$ cat config.mk
export PLATFORM = sky130hd
export DESIGN_NAME = aou_queue
export DESIGN_NICKNAME = d
export VERILOG_FILES = /design/src/rtl/core/aou_queue.sv
export SDC_FILE = /design/constraint.sdc
export NUM_CORES = 1
export LEC_CHECK = 0
export BUFFER_PORTS_ARGS = -buffer_cell sky130_fd_sc_hd__buf_2
export CAP_MARGIN = 20
export CORE_UTILIZATION = 36
export CTS_BUF_LIST = sky130_fd_sc_hd__clkbuf_4
export DETAILED_ROUTE_END_ITERATION = 7
export SLEW_MARGIN = 20
export SYNTH_ARGS = -nofsm -noshare
export SYNTH_HDL_FRONTEND = slang
export SYNTH_SLANG_ARGS = --single-unit
$ cat constraint.sdc
create_clock -name clk_i -period 1.5 [get_ports clk_i]
set_input_delay 0.3 -clock clk_i [delete_from_list [all_inputs] [get_ports clk_i]]
set_output_delay 0.3 -clock clk_i [all_outputs]
set_load 0.01 [all_outputs]
$ cat src/rtl/core/aou_queue.sv
// Two-entry word queue between the front end and the back end.
`default_nettype none

module aou_queue #(
  parameter int unsigned Width = 8
) (
  input  wire logic             clk_i,
  input  wire logic             rst_ni,
  input  wire logic             push_i,
  input  wire logic [Width-1:0] data_i,
  input  wire logic             pop_i,
  output logic                  full_o,
  output logic                  empty_o,
  output logic [Width-1:0]      data_o
);

  logic [Width-1:0] mem_q [2];
  logic             wp_q, wp_d;
  logic             rp_q, rp_d;
  logic [1:0]       cnt_q, cnt_d;

  assign full_o  = (cnt_q == 2'd2);
  assign empty_o = (cnt_q == 2'd0);
  assign data_o  = mem_q[rp_q];

  // Pointer and fill count update.
  always_comb begin
    wp_d  = wp_q;
    rp_d  = rp_q;
    cnt_d = cnt_q;
    if (push_i && !full_o) begin
      wp_d = ~wp_q;
    end
    if (pop_i && !empty_o) begin
      rp_d = ~rp_q;
    end
    if ((push_i && !full_o) && !(pop_i && !empty_o)) begin
      cnt_d = cnt_q + 2'd1;
    end else if (!(push_i && !full_o) && (pop_i && !empty_o)) begin
      cnt_d = cnt_q - 2'd1;
    end
  end

  always_ff @(posedge clk_i or negedge rst_ni) begin
    if (!rst_ni) begin
      wp_q  <= 1'b0;
      rp_q  <= 1'b0;
      cnt_q <= 2'd0;
    end else begin
      wp_q  <= wp_d;
      rp_q  <= rp_d;
      cnt_q <= cnt_d;
    end
  end

  // Entry storage, no reset needed.
  always_ff @(posedge clk_i) begin
    if (push_i && !full_o) begin
      mem_q[wp_q] <= data_i;
    end
  end

endmodule

`default_nettype wire

# ---- Word-level counts from Yosys, hierarchy flattened
# Memory sizes are Yosys's and may differ from the RTL's.
# Cells that the tools add are included.
dict set report op_classes {
  addsub 2
  n_eq_ne 1
  n_mux 4
  n_bitwise 2
  n_reduce_logical 10
}
# operator n
set ops {}
lappend ops {{logical AND 1 bit} 4}
lappend ops {{logical NOT 1 bit} 4}
lappend ops {{2-to-1 mux 2 bit} 2}
lappend ops {{adder 2 x 1 -> 2 bit (second input constant)} 1}
lappend ops {{equality test 2 bit (second input constant)} 1}
lappend ops {{logical NOT 2 bit} 1}
lappend ops {{2-to-1 mux 1 bit} 2}
lappend ops {{inverter 1 bit} 2}
lappend ops {{nonzero test 2 bit} 1}
lappend ops {{subtractor 2 x 1 -> 2 bit (second input constant)} 1}
dict set report totals {
  reg_bits 4
  mem_bits_rw 16
  inputBits 12
  output_inout_bits 10
  wordCells 23
  memories 1
}
# memory words width rd rd_clocked_by_memory_dff write_ports line
set memory_table {}
lappend memory_table {mem_q 2 8 1 0 1 17} ;# logic [Width-1:0] mem_q [2];

# ---- Longest topological paths before layout
dict set report depth {
  ltp_word 7
  ltp_mapped 7
  depth_no_buf 7
}

# ---- Worst setup path after synthesis
# Ideal clock, no wire load.
dict set report synth_timing {
  path_type {reg-to-reg}
  from {register cnt_q[0]}
  to {memory mem_q[0][0], enable pin}
  setup_ns 0.370
  t_arrival_ns 1.004
  t_required_ns 1.130
  slack_ns 0.126
  stages_incl_launch_ff 4
  n_path_buf 0
  synth_period_minus_slack_ns 1.374
  path_cell_list {dfrtp_1 > nand2b_1 > nand2_2 > nor2_1}
}
dict set report synth_between {
  elab_chain_cells 5
}
# element line
set synth_rtl {}
lappend synth_rtl {{from (decl)} 20} ;# logic [1:0] cnt_q, cnt_d;
lappend synth_rtl {{from (signal assigned)} 52} ;# cnt_q <= cnt_d;
lappend synth_rtl {{equality test 2 bit} 22} ;# assign full_o = (cnt_q == 2'd2);
lappend synth_rtl {{logical NOT 1 bit} 58} ;# if (push_i && !full_o) begin
lappend synth_rtl {{logical AND 1 bit} 58}
lappend synth_rtl {{2-to-1 mux 1 bit} 58}
lappend synth_rtl {{2-to-1 mux 1 bit (implied by the code)} 59} ;# mem_q[wp_q] <= data_i;
lappend synth_rtl {{to (decl)} 17}
# No other way between the ends.

# ---- Worst setup path in the final report
dict set report layout_timing {
  from {register rp_q}
  to {output port data_o[4]}
}
dict set report layout_between {
  elab_chain_cells 1
}
# element line
set layout_rtl {}
lappend layout_rtl {{from (decl)} 19} ;# logic rp_q, rp_d;
lappend layout_rtl {{from (signal assigned)} 51} ;# rp_q <= rp_d;
lappend layout_rtl {{memory (2 x 8 bit)} --}
lappend layout_rtl {{to (decl)} 14} ;# output logic [Width-1:0] data_o
# No other way between the ends.

==> reports/qor.csv <==
metric;value;unit
drt-vias-per-instance;4.45;
p_sw;634;uW
grt_pass1_wl;2130;um
root_buffer;clkbuf_4;
fin_util;0.554;
grt_usage;0.126;
netlist_area;774;um^2
clk_path_buf_depth;2;
max_freq;631;MHz
h-tree-depth;1;
intPower;1.50;mW
cts_buffers;3;
cp_max_fo;4;
avgSynthCellArea;17.6;um^2
tightest_slew;0.219;ns
wl_met1;547;um
synth-seq-cells;20;
p_per_area;1920;nW/um^2
ant_nets;0;
io_buffers;21;
setup_viol;8;
clock_sinks;20;
diodes;0;
slew_headroom;0.853;
holdWs;0.188;ns
fin_ws;-0.0836;ns
postRouteWirelength;1270;um
drtPass1Iterations;3;
crit_path_end_kind;output pin;
seq_power_share;0.408;
fin_skew;0.00571;ns
critical-path-max-stage-delay;0.44;ns
drive_gt1_frac;0.564;
clkLatencyLatePin;0.29;ns
worstSetupPathType;flop to output pin;
die_y;48.4;um
overflow;0;
min_period_over_period;1.06;
netSwitchingFraction;0.298;
core;2000;um^2
grt_pass1_vias;499;
start_util;0.387;
drc;0;
routedWlPerCell;12.1;um
final_common_cell;edfxtp_1;
area_growth;43.1;%
layout_common_cells;edfxtp_1 (16), buf_2 (13), buf_6 (11), mux2_4 (7), buf_4 (6);
crit_arrival;1.28;ns
status;complete, but fails checks;
cts.clk_slew.worst_paths;0.11;ns
die_w;48.4;um
die_area;2340;um^2
netlist_instances;44;
power_frac_comb;0.475;
io_pins;22;
p_leak;0.487;nW
dp_hpwl;909;um
hold_class;input pin to flop;
syn_nets;57;
synth.distinct_cells;14;
place.gp.congestion;0.682;
layout_min_cycle_time;1.58;ns
ir_worst_vdd;0.000966;V
violations;negative setup slack;
p_clk_frac;0.117;
rows;16;
vias;467;
dr.max_layer_used;met4;
ys_warn_count;0;
wl_met3;44;um
cts_tree;done;
wl_met2;660;um
rsz0062_at_grt;yes;
drv_slew;0;
required;1.20;ns
critPathLaunchType;flop;
initialDrtViolationCount;4;
antenna_found_initial;0;
synth-seq-area-share;0.750;
fin_nets;92;
final_hold_viol_count;0;
power;2.13;mW
grt_max_degree;12;
drv_cap;0;
crit_slowest_cell;dfrtp_2;
crit_chain;buf_6 -> mux2_4 -> buf_6;
cp_common_cell;buf_6;
## cell type report
| class | instances | area, um^2 |
|---|---|---|
| Tap cell | 27 | 33.8 |
| Sequential cell | 20 | 582 |
| Multi-Input combinational cell | 21 | 215 |
| Inverter | 2 | 7.51 |
| Clock buffer | 3 | 22.5 |
| Clock inverter | 1 | 3.75 |
| Timing Repair Buffer | 31 | 244 |
| Fill cell | 178 | 893 |
## cell usage after synthesis (all sizes together)
| library cell | n | area (um^2) |
|---|---|---|
| dfrtp | 4 | 100 |
| xor2 | 2 | 17.5 |
| ha | 1 | 12.5 |
| buf | 1 | 5.00 |
| edfxtp | 16 | 480 |
| nor2 | 3 | 11.3 |
| nand2 | 1 | 6.26 |
| and3 | 1 | 6.26 |
| inv | 2 | 7.51 |
| o21ai | 1 | 5.00 |
| xnor2 | 3 | 26.3 |
| mux2 | 8 | 90.1 |
| nand2b | 1 | 6.26 |
## what timing repair did
item,4_1_cts,5_1_grt
pin swaps,0,0
setup endpoints to repair,8,9
hold endpoints to repair,4,0
gates resized for setup,20,1
setup buffers,4,0
hold buffers,1,0
## layer usage
metal | vias up | track usage
met3 | 2 | 0.0252
met1 | 224 | 0.145
met5 | - | 0
met4 | 0 | 0.0882
met2 | 15 | 0.209
li1 | 226 | -
## sequential cells by signal (all words and copies together), names as in the netlist
| signal | count |
|---|---|
| cnt_q | 2 |
| wp_q | 1 |
| rp_q | 1 |
| mem_q | 16 |
## worst max-delay path, delay by kind of cell (launching register included)
kind / cells / cell delay [ns]
flip-flops: 1 / 0.44
multiplexers: 1 / 0.30
buffers and inverters: 2 / 0.26
## worst paths after layout
kind	start	slack, ns	endpoint	cells after the start
setup / recovery	rp_q$_DFFE_PN0P_	-0.08	data_o[4]	3
hold / removal	data_i[6]	0.19	mem_q[0][6]$_DFFE_PP_	1
setup reg to reg	cnt_q[0]$_DFFE_PN0P_	0.12	cnt_q[1]$_DFFE_PN0P_	7
hold reg to reg	wp_q$_DFFE_PN0N_	0.52	wp_q$_DFFE_PN0N_	1
max in group asynchronous	rst_ni	1.03	rp_q$_DFFE_PN0P_	2
min in group asynchronous	rst_ni	0.34	cnt_q[1]$_DFFE_PN0P_	2
## logic make-up after synthesis
logic type	count (synthesis)	share of synthesized area
compound gates	1	0.00646
fa+ha+maj	1	0.0162
flops	20	0.750
xor+xnor	5	0.0566
simple gates	6	0.0388
mux	8	0.116
buf+inv	3	0.0162
## metrics by stage
step                instances  setup WS (ns)  instance area [um^2]  setup TNS [ns]
floorplan                  44          0.126                   774               0
global placement           96          0.103                   946               0
detailed placement         96         0.0771                   946               0
CTS                       105        -0.0922                  1100          -0.682
global route              105         -0.144                  1110           -1.08
finish                    105        -0.0836                  1110          -0.593
## power by group through the flow
stage                     logic [mW]  clock network (mW)  registers (mW)
after floorplan                0.420                   0           0.841
after global placement         0.622                   0           0.891
after detailed placement       0.635                   0           0.900
after CTS                       1.02               0.256           0.858
after global routing            1.10               0.286           0.888
final                           1.01               0.249           0.870
Note: power is estimated with default switching activity, not from simulation.
