--- src/rtl/core/aou_pkg.sv ---
// Shared types, codes and constants of the fixed-point Adam update block.
`default_nettype none

package aou_pkg;

  // Field widths of the input word.
  localparam int unsigned IndexW = 10;
  localparam int unsigned DataW  = 32;

  // Reset values of the configuration registers and of the beta powers.
  localparam logic [23:0] LR_RESET    = 24'd16777;
  localparam logic [15:0] BETA1_RESET = 16'd58982;
  localparam logic [15:0] BETA2_RESET = 16'd65470;
  localparam logic [15:0] EPS_RESET   = 16'd1;
  localparam logic [31:0] POW_ONE     = 32'h8000_0000;

  // Configuration register indexes.
  typedef enum logic [1:0] {
    CFG_LEARNING_RATE = 2'd0,
    CFG_BETA_FIRST    = 2'd1,
    CFG_BETA_SECOND   = 2'd2,
    CFG_EPSILON       = 2'd3
  } cfg_idx_e;

  // Operation of the shared divide / square-root unit.
  typedef enum logic {
    DU_DIV  = 1'b0,
    DU_SQRT = 1'b1
  } du_op_e;

  typedef struct packed {
    logic [IndexW-1:0]       element_index;
    logic signed [DataW-1:0] param_value;
    logic signed [DataW-1:0] grad_value;
    logic                    start_of_step;
  } in_item_t;

  typedef struct packed {
    logic signed [DataW-1:0] new_param;
    logic                    saturated;
  } out_item_t;

  typedef struct packed {
    logic [23:0] learning_rate;
    logic [15:0] beta_first;
    logic [15:0] beta_second;
    logic [15:0] epsilon;
  } cfg_t;

  typedef struct packed {
    logic        start;
    du_op_e      op;
    logic [63:0] num;
    logic [31:0] den;
  } du_req_t;

  typedef struct packed {
    logic        done;
    logic        ovf;
    logic [31:0] quot;
  } du_rsp_t;

endpackage

`default_nettype wire

--- src/rtl/core/aou_divsqrt.sv ---
// Shared iterative unit: 64/32 division with overflow flag, or 64-bit square root.
`default_nettype none

module aou_divsqrt import aou_pkg::*; (
  input  wire logic    clk_i,
  input  wire logic    rst_ni,
  input  wire du_req_t req_i,
  output du_rsp_t      rsp_o
);

  localparam logic [5:0] Steps = 6'd32;

  logic        busy_q, busy_d;
  logic        done_q, done_d;
  logic [5:0]  cnt_q, cnt_d;
  du_op_e      op_q, op_d;
  logic        ovf_q, ovf_d;
  logic [63:0] sh_q, sh_d;
  logic [33:0] rem_q, rem_d;
  logic [31:0] q_q, q_d;
  logic [31:0] den_q, den_d;

  logic [33:0] rs_div, rs_sq, trial;

  assign rs_div = {rem_q[32:0], sh_q[63]};
  assign rs_sq  = {rem_q[31:0], sh_q[63:62]};
  assign trial  = {q_q, 2'b01};

  // One quotient or root bit per cycle.
  always_comb begin
    busy_d = busy_q;
    done_d = 1'b0;
    cnt_d  = cnt_q;
    op_d   = op_q;
    ovf_d  = ovf_q;
    sh_d   = sh_q;
    rem_d  = rem_q;
    q_d    = q_q;
    den_d  = den_q;
    if (!busy_q) begin
      if (req_i.start) begin
        busy_d = 1'b1;
        cnt_d  = Steps;
        op_d   = req_i.op;
        den_d  = req_i.den;
        q_d    = '0;
        if (req_i.op == DU_DIV) begin
          rem_d = {2'b00, req_i.num[63:32]};
          sh_d  = {req_i.num[31:0], 32'd0};
          ovf_d = (req_i.num[63:32] >= req_i.den);
        end else begin
          rem_d = '0;
          sh_d  = req_i.num;
          ovf_d = 1'b0;
        end
      end
    end else begin
      cnt_d = cnt_q - 6'd1;
      if (cnt_q == 6'd1) begin
        busy_d = 1'b0;
        done_d = 1'b1;
      end
      if (op_q == DU_DIV) begin
        sh_d = {sh_q[62:0], 1'b0};
        if (rs_div >= {2'b00, den_q}) begin
          rem_d = rs_div - {2'b00, den_q};
          q_d   = {q_q[30:0], 1'b1};
        end else begin
          rem_d = rs_div;
          q_d   = {q_q[30:0], 1'b0};
        end
      end else begin
        sh_d = {sh_q[61:0], 2'b00};
        if (rs_sq >= trial) begin
          rem_d = rs_sq - trial;
          q_d   = {q_q[30:0], 1'b1};
        end else begin
          rem_d = rs_sq;
          q_d   = {q_q[30:0], 1'b0};
        end
      end
    end
  end

  always_ff @(posedge clk_i or negedge rst_ni) begin
    if (!rst_ni) begin
      busy_q <= 1'b0;
      done_q <= 1'b0;
      cnt_q  <= '0;
      op_q   <= DU_DIV;
      ovf_q  <= 1'b0;
    end else begin
      busy_q <= busy_d;
      done_q <= done_d;
      cnt_q  <= cnt_d;
      op_q   <= op_d;
      ovf_q  <= ovf_d;
    end
  end

  always_ff @(posedge clk_i) begin
    sh_q  <= sh_d;
    rem_q <= rem_d;
    q_q   <= q_d;
    den_q <= den_d;
  end

  assign rsp_o.done = done_q;
  assign rsp_o.ovf  = ovf_q;
  assign rsp_o.quot = ovf_q ? '1 : q_q;

endmodule

`default_nettype wire

--- config.mk ---
export PLATFORM = sky130hd
export DESIGN_NAME = aou_divsqrt
export DESIGN_NICKNAME = d
export VERILOG_FILES = /design/src/rtl/core/aou_pkg.sv /design/src/rtl/core/aou_divsqrt.sv
export SDC_FILE = /design/constraint.sdc
export NUM_CORES = 1
export LEC_CHECK = 0
export BUFFER_PORTS_ARGS = -buffer_cell sky130_fd_sc_hd__buf_2
export CAP_MARGIN = 0
export CORE_MARGIN = 5
export CORE_UTILIZATION = 60
export DETAILED_ROUTE_END_ITERATION = 10
export PLACE_DENSITY = 0.91
export SLEW_MARGIN = 10
export SYNTH_ARGS = -nofsm -noshare
export SYNTH_HDL_FRONTEND = slang
export SYNTH_SLANG_ARGS = --single-unit
--- constraint.sdc ---
create_clock -name clk_i -period 4.65 [get_ports clk_i]
set_input_delay 0.93 -clock clk_i [delete_from_list [all_inputs] [get_ports clk_i]]
set_output_delay 0.93 -clock clk_i [all_outputs]
set_load 0.02 [all_outputs]
# After elaboration in Yosys (flattened, before gate mapping)
# Index checks and enable logic that the tools add are counted.
# totals
regBits	171
inputBits	100
output_inout_bits	34
wordCells	43
# classes
order_cmp	3
eq_ne	1
mux	24
add_sub_neg	3
reduce_logical	2
n_bitwise	1
# ops
cell	n
2-to-1 mux 64 bit	4
2-to-1 mux 33 bit	5
2-to-1 mux 32 bit	4
>= comparator 34 x 32 -> 1 bit	1
>= comparator 34 bit	1
subtractor 33 x 32 -> 33 bit	1
subtractor 33 bit	1
>= comparator 32 bit	1
2-to-1 mux 6 bit	2
2-to-1 mux 1 bit	9
== test 6 x 1 -> 1 bit, second input constant	1
subtractor 6 x 1 -> 6 bit, second input constant	1
AND reduction 2 bit	1
nonzero test 2 bit	1
NOT 1 bit	1

# Longest topological paths before layout
# depth
depth_word	4
ltp_mapped	16

# Worst setup path before layout
# OpenSTA, ideal clock, no wires.
# synth_timing
kind	register -> register
from	register busy_q
to	register q_q[0] (enable)
arrival_time_ns	3.537
period_less_slack_ns	4.020
required_ns	4.167
setup_ns	0.483
path_stages_with_launch	5
setup_slack_ns	0.630
cell_sequence	dfrtp_1 -> clkbuf_1 -> clkbuf_1 -> nor2_1 -> inv_1
# synth_between
elab_chain_len	1
# synth_rtl
element	line_no	rtl
start, declared	aou_divsqrt.sv:13	logic busy_q, busy_d;
start signal, assigned	aou_divsqrt.sv:93	busy_q <= busy_d;
nonzero test 2 bit (no source line)	-	
end signal, assigned	aou_divsqrt.sv:104	q_q <= q_d;
end, declared	aou_divsqrt.sv:20	logic [31:0] q_q, q_d;
# Every way passes these cells.
# A chain may end at the register's enable or synchronous reset.

# Worst setup path after layout
# layout_timing
from	register rem_q[0]
to	register rem_q[26], data pin
# layout_between
elab_chain_len	4
word_cells_on_any_way	8
# layout_rtl
element	line_no	rtl
start, declared	aou_divsqrt.sv:19	logic [33:0] rem_q, rem_d;
start signal, assigned	aou_divsqrt.sv:103	rem_q <= rem_d;
subtractor 33 x 32 -> 33 bit (tied with other cells)	aou_divsqrt.sv:66	rem_d = rs_div - {2'b00, den_q};
2-to-1 mux 33 bit (on tied branches)	aou_divsqrt.sv:65, aou_divsqrt.sv:74	
2-to-1 mux 33 bit (*)	aou_divsqrt.sv:63	if (op_q == DU_DIV) begin
2-to-1 mux 33 bit (*)	aou_divsqrt.sv:40	if (!busy_q) begin
net rem_d[26]	aou_divsqrt.sv:19	
# The timed path passes the listed nets; every way through them passes the cells marked *.

==> results.toml <==
[sta]
min_period_ns = 3.96
tns_ns = 0
max-slew-margin-rel_pct = 20.2
timing.fmax_mhz = 252
setup_viol = 0
finalHoldViolCount = 0
tightestPinTransition_ns = 1.20
finClkSkew_ns = 0.0138
setup_ws_ns = 0.686
rsz0062_at_grt = "false"
timing.final.crit_share_pct = 85.2
final_max_slew_viol_count = 0

[route]
ant_nets = 0
wl_per_cell_um = 19.8
drc = 0
vias = 10800
vias_per_cell = 6.25
drt-initial-drc-count = 925
first_pass_iters = 6
totalWireLength_um = 34400

[cts]
clk_latency_ns = 0.44
clk_pin_slew_worst_paths_ns = 0.07
cts_tree = "yes"
clockRootBuffer = "clkbuf_16"
cts_sinks = 171
cts_made_buffers = 17
hold_buffers = 0
post_cts_buffers = 0
cts_resized = 0
h-tree-depth = 4
clock_path_buffers = 2

[synth]
seq_area_frac_synth_pct = 39.1
synth_xor_area_share_pct = 3.70
synthCells = 1354
yosys.area_share.simple_pct = 13.8
ys_ff_latch = 171
syn_nets = 1555
syn_area_per_cell_um2 = 9.61
synth.distinct_cells = 77
synth_compound_area_share_pct = 22.3
synth-main-ff-cell = "edfxtp_1"
synth_edf_count = 161
synthMuxAreaShare_pct = 5.70
ys.warnings.count = 0
synth_top_family_by_area = "compound AO/OA/AOI/OAI gates"
synth_area_um2 = 13000
synthAdderAreaFrac_pct = 9.77
async_flop_share_pct = 5.85

[placement]
port_buffers = 133
hpwl_um = 25500
globalplace.congestion = 0.960
dpl_cell_area_um2 = 13800
dpl_worst_slack_ns = 0.727

[floorplanning]
fp.dieH_um = 157
dieArea_um2 = 24700
core_um2 = 21200
floorplan.initialDensity_pct = 61.3
num_io_pins = 134
die_w_um = 157
rows = 53

[run]
drv_cap = 0

[finish]
fillCellCount = 1660
final_cell_mix = "edfxtp_1, a21oi_1, buf_2, inv_1, ha_1"
drive_above_1_share_pct = 17.8
fin_nets = 1646
mostFrequentLayoutCell = "edfxtp_1"
stdcell_area_um2 = 14400
syn_to_final_growth_pct = 10.4
n_antenna_cell = 0

[global_routing]
antenna_found_initial = 0
grt_overflow_total = 0
grt_pass1_wl_um = 53500
grt_pass1_vias = 10300
grt_max_degree = 87
track_usage_pct = 27.4

[worst_setup_path]
path_buf_inv = 1
reg2reg_depth = 10
worstSetupStartpointType = "flip-flop"
reg2reg_setup_slack_ns = 0.69
endpoint_kind = "flip-flop"
worstPathRequired_ns = 4.84
crit_slowest_cell = "o22a_2"
crit_type = "reg -> reg"
slowest_delay_ns = 0.71
rr_startpoint = "rem_q[0]"
path_max_fanout = 46
cp_cell_sequence = "ha_1 > and2b_1 > o311ai_1 > a31oi_2 > a41oi_2 > o211a_1 > o22a_2 > buf_4 > o211ai_1 > a32o_1"
path_delay_family = "compound AO/OA/AOI/OAI gates"
critPathArrivalTime_ns = 4.16
regToRegEndpoint = "rem_q[26]"

[run_status]
status = "completed"

[power_and_ir_drop]
leakage_uw = 0.00639
p_total_uw = 11900
p_per_area_nw_per_um2 = 829
peakVddDrop_v = 0.000451

[worst_hold_path]
hold_class = "in -> async"
==> cells in the mapped netlist, types with 26 or more instances <==
library cell | n | area share [%]
a211oi_1 | 61 | 3.5
a21o_1 | 39 | 2.2
a21oi_1 | 139 | 5.3
a22o_1 | 48 | 3.2
and2_1 | 40 | 1.9
clkbuf_1 | 47 | 1.4
edfxtp_1 | 161 | 37
ha_1 | 100 | 9.6
inv_1 | 111 | 3.2
mux2_2 | 32 | 2.8
mux2i_1 | 37 | 2.8
nand2_1 | 69 | 2.0
nor2_1 | 80 | 2.3
nor2b_1 | 39 | 1.9
o21ai_0 | 32 | 1.2
or2_2 | 34 | 1.6
xnor2_1 | 26 | 1.7
xor2_1 | 29 | 2.0
==> layer usage <==
layer	part of all wire, %	track usage [%]	wire length [um]	vias up
met3	9.1	4.45	3120	75
li1	-	-	-	5183
met1	42	38.0	14500	5051
met2	46	44.4	15800	523
met4	2.6	8.44	887	0
met5	0	0	0	-
==> per-stage QoR <==
stage / hold slack, ns / cells / utilization [%]
finish: 0.345 / 1733 / 67.7
global route: 0.352 / 1733 / 67.7
CTS: 0.346 / 1733 / 67.7
detailed placement: 0.465 / 1701 / 65.1
global placement: 0.453 / 1701 / 65.1
floorplan: 0.435 / 1354 / -
==> kinds of logic after synthesis <==
group / after synthesis
AO/OA/AOI/OAI: 424
AND/OR/NAND/NOR: 351
buffers and inverters: 182
flip-flops: 171
adder cells (fa/ha/maj): 101
multiplexers: 70
XOR/XNOR: 55
==> registers in the layout, summed over array words and instances, names as in the netlist <==
name,cells
op_q,1
ovf_q,1
q_q,32
rem_q,33
cnt_q,6
den_q,32
done_q,1
busy_q,1
sh_q,64
==> where the power goes <==
part	switching [uW]	internal, uW	leakage [uW]
sequential	720	2610	0.00182
clock	670	704	0.000264
combinational	4060	3140	0.00431
total	5450	6450	0.00639
==> how the worst max path moves through the flow <==
stage | from | to | slack (ns) | cells past startpoint
5_1_grt | rem_q[0] | rem_q[26] | 0.46 | 10
3_5_place_dp | rem_q[0] | rem_q[26] | 0.73 | 10
3_3_place_gp | rem_q[0] | rem_q[10] | 0.90 | 11
4_1_cts | rem_q[0] | rem_q[26] | 0.73 | 10
6_report | rem_q[0] | rem_q[26] | 0.69 | 10
2_1_floorplan | busy_q | q_q[0] | 0.63 | 4
==> final cells by class <==
class | count | area (um2) | share of cell area, %
clock inverter | 15 | 135 | 0.940
sequential | 171 | 5090 | 35.4
clock buffer | 17 | 425 | 2.96
inverter | 111 | 419 | 2.92
tap | 275 | 344 | 2.39
multi-input combinational | 1001 | 7200 | 50.1
timing repair buffer | 143 | 753 | 5.24
No activity file was read; power rests on OpenSTA's default activity.
