`config.mk`:
```
export PLATFORM = sky130hd
export DESIGN_NAME = aou_front
export DESIGN_NICKNAME = d
export VERILOG_FILES = /design/src/rtl/core/aou_pkg.sv /design/src/rtl/core/aou_front.sv
export SDC_FILE = /design/constraint.sdc
export NUM_CORES = 2
export LEC_CHECK = 0
export ABC_AREA = 1
export BUFFER_PORTS_ARGS = -buffer_cell sky130_fd_sc_hd__buf_4
export CAP_MARGIN = 10
export CORE_ASPECT_RATIO = 0.7
export CORE_MARGIN = 1.5
export CORE_UTILIZATION = 26
export DETAILED_ROUTE_END_ITERATION = 8
export PLACE_DENSITY = 0.4
export SYNTH_ARGS = -nofsm -noshare
export SYNTH_HDL_FRONTEND = slang
export SYNTH_SLANG_ARGS = --single-unit
```
`constraint.sdc`:
```
create_clock -name clk_i -period 19.85 [get_ports clk_i]
set_input_delay 3.97 -clock clk_i [delete_from_list [all_inputs] [get_ports clk_i]]
set_output_delay 3.97 -clock clk_i [all_outputs]
set_load 0.02 [all_outputs]
```
`src/rtl/core/aou_pkg.sv`:
```
// Shared types, codes and constants of the fixed-point Adam update block.
`default_nettype none

package aou_pkg;

  // Field widths of the input word.
  localparam int unsigned IndexW = 10;
  localparam int unsigned DataW  = 32;

  // Reset values of the configuration registers and of the beta powers.
  localparam logic [23:0] LR_RESET    = 24'd16777;
  localparam logic [15:0] BETA1_RESET = 16'd58982;
  localparam logic [15:0] BETA2_RESET = 16'd65470;
  localparam logic [15:0] EPS_RESET   = 16'd1;
  localparam logic [31:0] POW_ONE     = 32'h8000_0000;

  // Configuration register indexes.
  typedef enum logic [1:0] {
    CFG_LEARNING_RATE = 2'd0,
    CFG_BETA_FIRST    = 2'd1,
    CFG_BETA_SECOND   = 2'd2,
    CFG_EPSILON       = 2'd3
  } cfg_idx_e;

  // Operation of the shared divide / square-root unit.
  typedef enum logic {
    DU_DIV  = 1'b0,
    DU_SQRT = 1'b1
  } du_op_e;

  typedef struct packed {
    logic [IndexW-1:0]       element_index;
    logic signed [DataW-1:0] param_value;
    logic signed [DataW-1:0] grad_value;
    logic                    start_of_step;
  } in_item_t;

  typedef struct packed {
    logic signed [DataW-1:0] new_param;
    logic                    saturated;
  } out_item_t;

  typedef struct packed {
    logic [23:0] learning_rate;
    logic [15:0] beta_first;
    logic [15:0] beta_second;
    logic [15:0] epsilon;
  } cfg_t;

  typedef struct packed {
    logic        start;
    du_op_e      op;
    logic [63:0] num;
    logic [31:0] den;
  } du_req_t;

  typedef struct packed {
    logic        done;
    logic        ovf;
    logic [31:0] quot;
  } du_rsp_t;

endpackage

`default_nettype wire

```
`src/rtl/core/aou_front.sv`:
```
// Front end: accepts words, advances the beta powers and reduces the index.
`default_nettype none

module aou_front import aou_pkg::*; #(
  parameter int unsigned Depth = 1024,
  parameter int unsigned AddrW = 10
) (
  input  wire logic                       clk_i,
  input  wire logic                       rst_ni,
  input  wire cfg_t                       cfg_i,
  input  wire logic                       start_i,
  input  wire in_item_t                   item_i,
  input  wire logic                       full_i,
  input  wire logic                       clearing_i,
  output logic                            busy_o,
  output logic                            push_o,
  output logic [AddrW+4*DataW-1:0]        entry_o
);

  localparam int unsigned IdxMax = (1 << IndexW) - 1;
  localparam int unsigned QMax   = IdxMax / Depth;
  localparam int unsigned QBits  = (QMax == 0) ? 0 : $clog2(QMax + 1);

  logic [31:0] pow1_q, pow1_d;
  logic [31:0] pow2_q, pow2_d;
  logic [47:0] prod1, prod2;
  logic [31:0] bc1, bc2;
  logic [AddrW-1:0] idx_mod;

  assign busy_o = full_i | clearing_i;
  assign push_o = start_i & ~busy_o;

  // Index wraps into the store depth by restoring subtraction.
  always_comb begin
    logic [31:0] rem_idx;
    rem_idx = 32'(item_i.element_index);
    for (int b = int'(QBits) - 1; b >= 0; b--) begin
      if (rem_idx >= (32'(Depth) << b)) begin
        rem_idx = rem_idx - (32'(Depth) << b);
      end
    end
    idx_mod = AddrW'(rem_idx);
  end

  // Beta powers advance on the first word of a step.
  assign prod1 = pow1_q * cfg_i.beta_first;
  assign prod2 = pow2_q * cfg_i.beta_second;

  always_comb begin
    pow1_d = pow1_q;
    pow2_d = pow2_q;
    if (push_o && item_i.start_of_step) begin
      pow1_d = prod1[47:16];
      pow2_d = prod2[47:16];
    end
  end

  // Bias correction terms travel with the word.
  assign bc1 = POW_ONE - pow1_d;
  assign bc2 = POW_ONE - pow2_d;

  assign entry_o = {idx_mod, item_i.param_value, item_i.grad_value, bc1, bc2};

  always_ff @(posedge clk_i or negedge rst_ni) begin
    if (!rst_ni) begin
      pow1_q <= POW_ONE;
      pow2_q <= POW_ONE;
    end else begin
      pow1_q <= pow1_d;
      pow2_q <= pow2_d;
    end
  end

endmodule

`default_nettype wire

```
; ---- Word-level counts from Yosys, hierarchy flattened
; Index checks and enable logic that the tools add are counted.
; Widths: inputs -> output; s select.
[totals]
out_inout_bits = 140
in_bits = 152
regBits = 64
[classes]
n_mux = 2
bitwise_logic = 3
n_addsub = 2
n_mul = 2
reduce_logical = 1
[op_table]
columns = operator, count
row1 = $mul 32x16->48, 2
row2 = $mux 32, 2
row3 = $sub 32x32->32 const A, 2
row4 = $and 1x1->1, 1
row5 = $logic_and 1x1->1, 1
row6 = $not 1->1, 1
row7 = $or 1x1->1, 1

; ---- Depth between registers and ports, before layout
[logic_depth]
word_depth = 6
ltp_mapped = 37
depth_no_buf = 35

; ---- Worst setup path before layout
; Ideal clock, no wire load.
[synth_timing]
path_kind = input to output
from = input port cfg_i[17] in the netlist's numbering
to = output port entry_o[18]
t_required_ns = 15.880
path_slack_ns = 6.236
t_arrival_ns = 9.644
cell_stages = 31
n_path_buf = 1
path_cell_list = clkbuf_1 > nand2_1 > fa_1 > fa_1 > fa_1 > inv_1 > fa_1 > fa_1 > inv_1 > fa_1 > inv_1 > ha_1 > nand2_1 > nor2_1 > nand2_1 > inv_1 > nand2_2 > nand2_1 > nand2_1 > nand2_1 > nand2_1 > nand2_1 > ha_1 > inv_1 > a21oi_2 > nand2_4 > nor2_8 > nand2_2 > nor2_4 > nand2_1 > xor2_1
[synth_between]
elab_chain_len = 3
[synth_lines]
columns = item, line_no
row1 = from (decl), aou_front.sv:10  ; input wire cfg_t cfg_i,
row2 = $mul 32x16->48, aou_front.sv:47  ; assign prod2 = pow2_q * cfg_i.beta_second;
row3 = $mux 32, aou_front.sv:52  ; if (push_o && item_i.start_of_step) begin
row4 = $sub 32x32->32, aou_front.sv:60  ; assign bc2 = POW_ONE - pow2_d;
row5 = to (decl), aou_front.sv:17  ; output logic [AddrW+4*DataW-1:0] entry_o
; Every way passes these cells.

; ---- Worst setup path after layout
[layout_timing]
from = input port cfg_i[42] in the netlist's numbering
to = output port entry_o[54]
[layout_between]
elab_chain_len = 3
[layout_lines]
columns = item, line_no
row1 = $mul 32x16->48, aou_front.sv:46  ; assign prod1 = pow1_q * cfg_i.beta_first;
row2 = $mux 32, aou_front.sv:52
row3 = via pow1_d[6], aou_front.sv:24  ; logic [31:0] pow1_q, pow1_d;
row4 = $sub 32x32->32, aou_front.sv:59  ; assign bc1 = POW_ONE - pow1_d;
; The timed path passes the listed nets, and every way through them passes these cells.

==> metrics.md <==
| Metric | Value |
|---|---|
| Final Cell Area | `42900 µm²` |
| Worst path required time | `15880 ps` |
| CTS Hold Bufs | `0` |
| Max-slew headroom | `20.9%` |
| Sink of the worst hold path | `pow1_q[18]` |
| GR peak layer | `met1` |
| Reg2Reg Depth | `22` |
| Largest area contributor in the synthesized netlist | `fa_1` |
| FFs w/ async S/R, synth | `100%` |
| First-pass GRT wire length | `221 mm` |
| Syn nets | `7018` |
| Clock Sinks | `between 60 and 70` |
| Post-synth EDFFs | `0` |
| DRT iter0 DRCs | `2596` |
| Die span in x | `474 µm` |
| Vias in the first global route | `34300` |
| MaxCap Viol Count | `0` |
| Setup Skew | `20.4 ps` |
| Post-Place Cell Area | `42600 µm²` |
| WHS Path Cells | `2` |
| Clk_lat worst skew | `400 ps` |
| Status | `complete, no violations` |
| Worst min path class | `reg -> reg` |
| Ys Warns | `0` |
| Top Ports | `292` |
| Area grow syn2layout | `6.30%` |
| Gpl congestion | `0.936` |
| Crit share post-route | `78.0%` |
| Startpoint class of the critical path | `primary input` |
| CP dominant cell by count | `nand2_1` |
| Grt ovf | `0` |
| Chip height | `333 µm` |
| Pre-Repair DR Iteration Count | `5` |
| RSZ-0062 raised after global routing | `no` |
| Setup TNS | `0 ps` |
| Total Nets Final | `6871` |
| Vias | `33500` |
| Setup crit end kind | `output port` |
| Period minus WS final | `approximately 15000 ps` |
| # diodes | `0` |
| CP Data Arrival Time | `around 12000 ps` |
| Pin count of the biggest net entering global routing | `about 50` |
| Final Hold Viols | `0` |
| DP Worst Slack | `4510 ps` |
| Total Wirelength | `around 140 mm` |
| Yosys top cell area share | `41.4%` |
| Crit path largest cell delay | `~570 ps` |
| DP HPWL | `around 120 mm` |
| Yosys cell types | `42` |
| Top cells by area, synth | `fa_1, nand2_1, inv_1, ha_1, dfrtp_1` |
| Detail Route Antenna Nets | `0` |
| Post-synthesis sequential area ratio | `3.97%` |
| RR Startpoint | `pow1_q[24]` |
| CTS Root Cell | `clkbuf_16` |
| Reg2Reg Capture Point | `pow1_q[26]` |
| Total die area | `158000 µm²` |
| Core ar. | `154000 µm²` |
| Bufs on Longest Clock Path | `2` |
| Antenna violations before repair | `3` |
| Port bufs | `103` |
| WL/cell | `roughly 19 µm` |
| Critical path class | `in -> out` |
| Initial cell density of the core | `a little over a quarter` |
| Flop2flop setup slack | `12820 ps` |
| Critical path's top delay family | `adder cells` |
| Postcts setup bufs | `0` |
| Inserted Clock Buffers | `9` |
| Fmax | `64.6 MHz` |
| Slew Viols, Final | `0` |
| Met2 GRT Util | `between 20% and 30%` |
| # rows | `between 100 and 150` |
| Global-route track usage on met1 | `31.1%` |
| Crit path max fanout | `32` |
| H-Tree Depth | `3` |
| GRT Util Overall | `18.6%` |
| Cell Area, Synth | `40400 µm²` |
| Post-cts sizing count | `0` |
| TritonCTS clock tree | `yes` |
| Slowest-stage cell, CP | `a21oi_1` |
| Syn_area_per_cell | `6.96 µm²` |
| Main synth FF type | `dfrtp_1` |
| Filler cells | `approximately 17000` |
| Clk slew on worst S/H paths | `70 ps` |
| Residual DRC | `0` |
| FF+latch count, synth | `64` |
| PnR worst setup slack | `~4400 ps` |
| Setup Viol. Count Final | `0` |
| Layout cells sized above 1 | `5.32%` |
| Post-Synthesis Cells | `5796` |
| Vias per cell | `4.33` |
| Tightest Pin Transition | `1190 ps` |
| Hold_sp | `pow1_q[18]` |
| Post-Route Utilization | `27.9%` |
| Worst path buffer plus inverter count | `8` |
| GRT met3 Usage | `2.57%` |
per-stage QoR:
step                std cells  hold slack, ps
finish                   7728             562
global route             7728             587
CTS                      7728             561
detailed placement       7712             545
global placement         7712             542
floorplan                5796             684
how the worst max path moves through the flow:
stage	startpoint	to	slack (ps)	cells after the start
CTS	cfg_i[23]	entry_o[19]	4510	28
detailed placement	cfg_i[23]	entry_o[19]	4510	28
global placement	cfg_i[23]	entry_o[19]	4540	28
finish	cfg_i[42]	entry_o[54]	4360	31
floorplan	cfg_i[17]	entry_o[18]	6240	31
global route	cfg_i[42]	entry_o[54]	4040	28
area by class of cell:
type | count | area (µm²) | share of cell area [%]
multi-input combinational | 3739 | 31000 | 72.1
sequential | 64 | 1600 | 3.74
clock buffer | 11 | 233 | 0.542
clock inverter | 5 | 57.6 | 0.134
inverter | 1682 | 6310 | 14.7
tap | 2074 | 2590 | 6.05
timing repair buffer | 153 | 1150 | 2.68
sequential cells by signal, indices dropped and copies added (netlist names):
register  count
pow2_q       32
pow1_q       32
cell families (layout without fill, tap and decap cells):
kind of cell	count (synthesis)	after routing	synth area share, %
AOI/OAI and AO/OA	151	151	2.03
xor gates and xnor gates	41	41	0.890
adders and majority gates	1070	1070	48.7
buffers and inverters	1993	1851	19.3
DFF	64	64	3.97
and+or+nand+nor	2477	2477	25.1
worst min-delay path, stage by stage, from the launching register on:
cell and delay [ps]:
dfrtp_1 340, nand2_1 50, nand2_1 120
placed cells by master, fill, tap and decap left out, drive strengths merged:
cell	synthesis	final
nand4	43	43
a21oi	90	90
o21ai	41	41
dfrtp	62	62
nand3b	15	15
nor3	18	18
buf	87	153
nand2	1920	1920
nor2	255	255
clkinv	0	5
nand3	194	194
o21bai	11	11
xnor2	10	10
a31oi	2	2
clkbuf	224	11
o21a	3	3
ha	236	236
a21boi	4	4
fa	834	834
bufinv	0	1
or2	27	27
inv	1682	1681
xor2	31	31
dfstp	2	2
and2	5	5
routing by layer:
metal	wire [µm]	vias to the layer above	share of wire, %
li1	-	15900	-
met1	78600	16600	54
met2	54700	925	38
met3	9760	56	6.8
met4	1240	2	0.86
met5	7	-	0.0049
cells in the mapped netlist, types with 3 or more instances:
| cell type | count |
|---|---|
| inv_1 | 1661 |
| nand2_4 | 3 |
| buf_4 | 82 |
| nand3_2 | 8 |
| buf_2 | 3 |
| nand2_2 | 37 |
| nand4_1 | 42 |
| xnor2_1 | 10 |
| nor2_4 | 9 |
| o21ai_0 | 31 |
| nand3_1 | 186 |
| o21ai_1 | 8 |
| o21a_1 | 3 |
| inv_2 | 21 |
| nand2_1 | 1880 |
| clkbuf_1 | 224 |
| o21bai_1 | 11 |
| ha_1 | 236 |
| fa_1 | 834 |
| nor2_1 | 228 |
| nand3b_1 | 15 |
| nor3_2 | 4 |
| nor2_2 | 17 |
| and2_1 | 4 |
| xor2_1 | 31 |
| a21oi_1 | 89 |
| or2_2 | 26 |
| nor3_1 | 13 |
| dfrtp_1 | 62 |
Power is not shown: default switching activity piles up to over one toggle a cycle in this logic, so the estimate is an artifact.
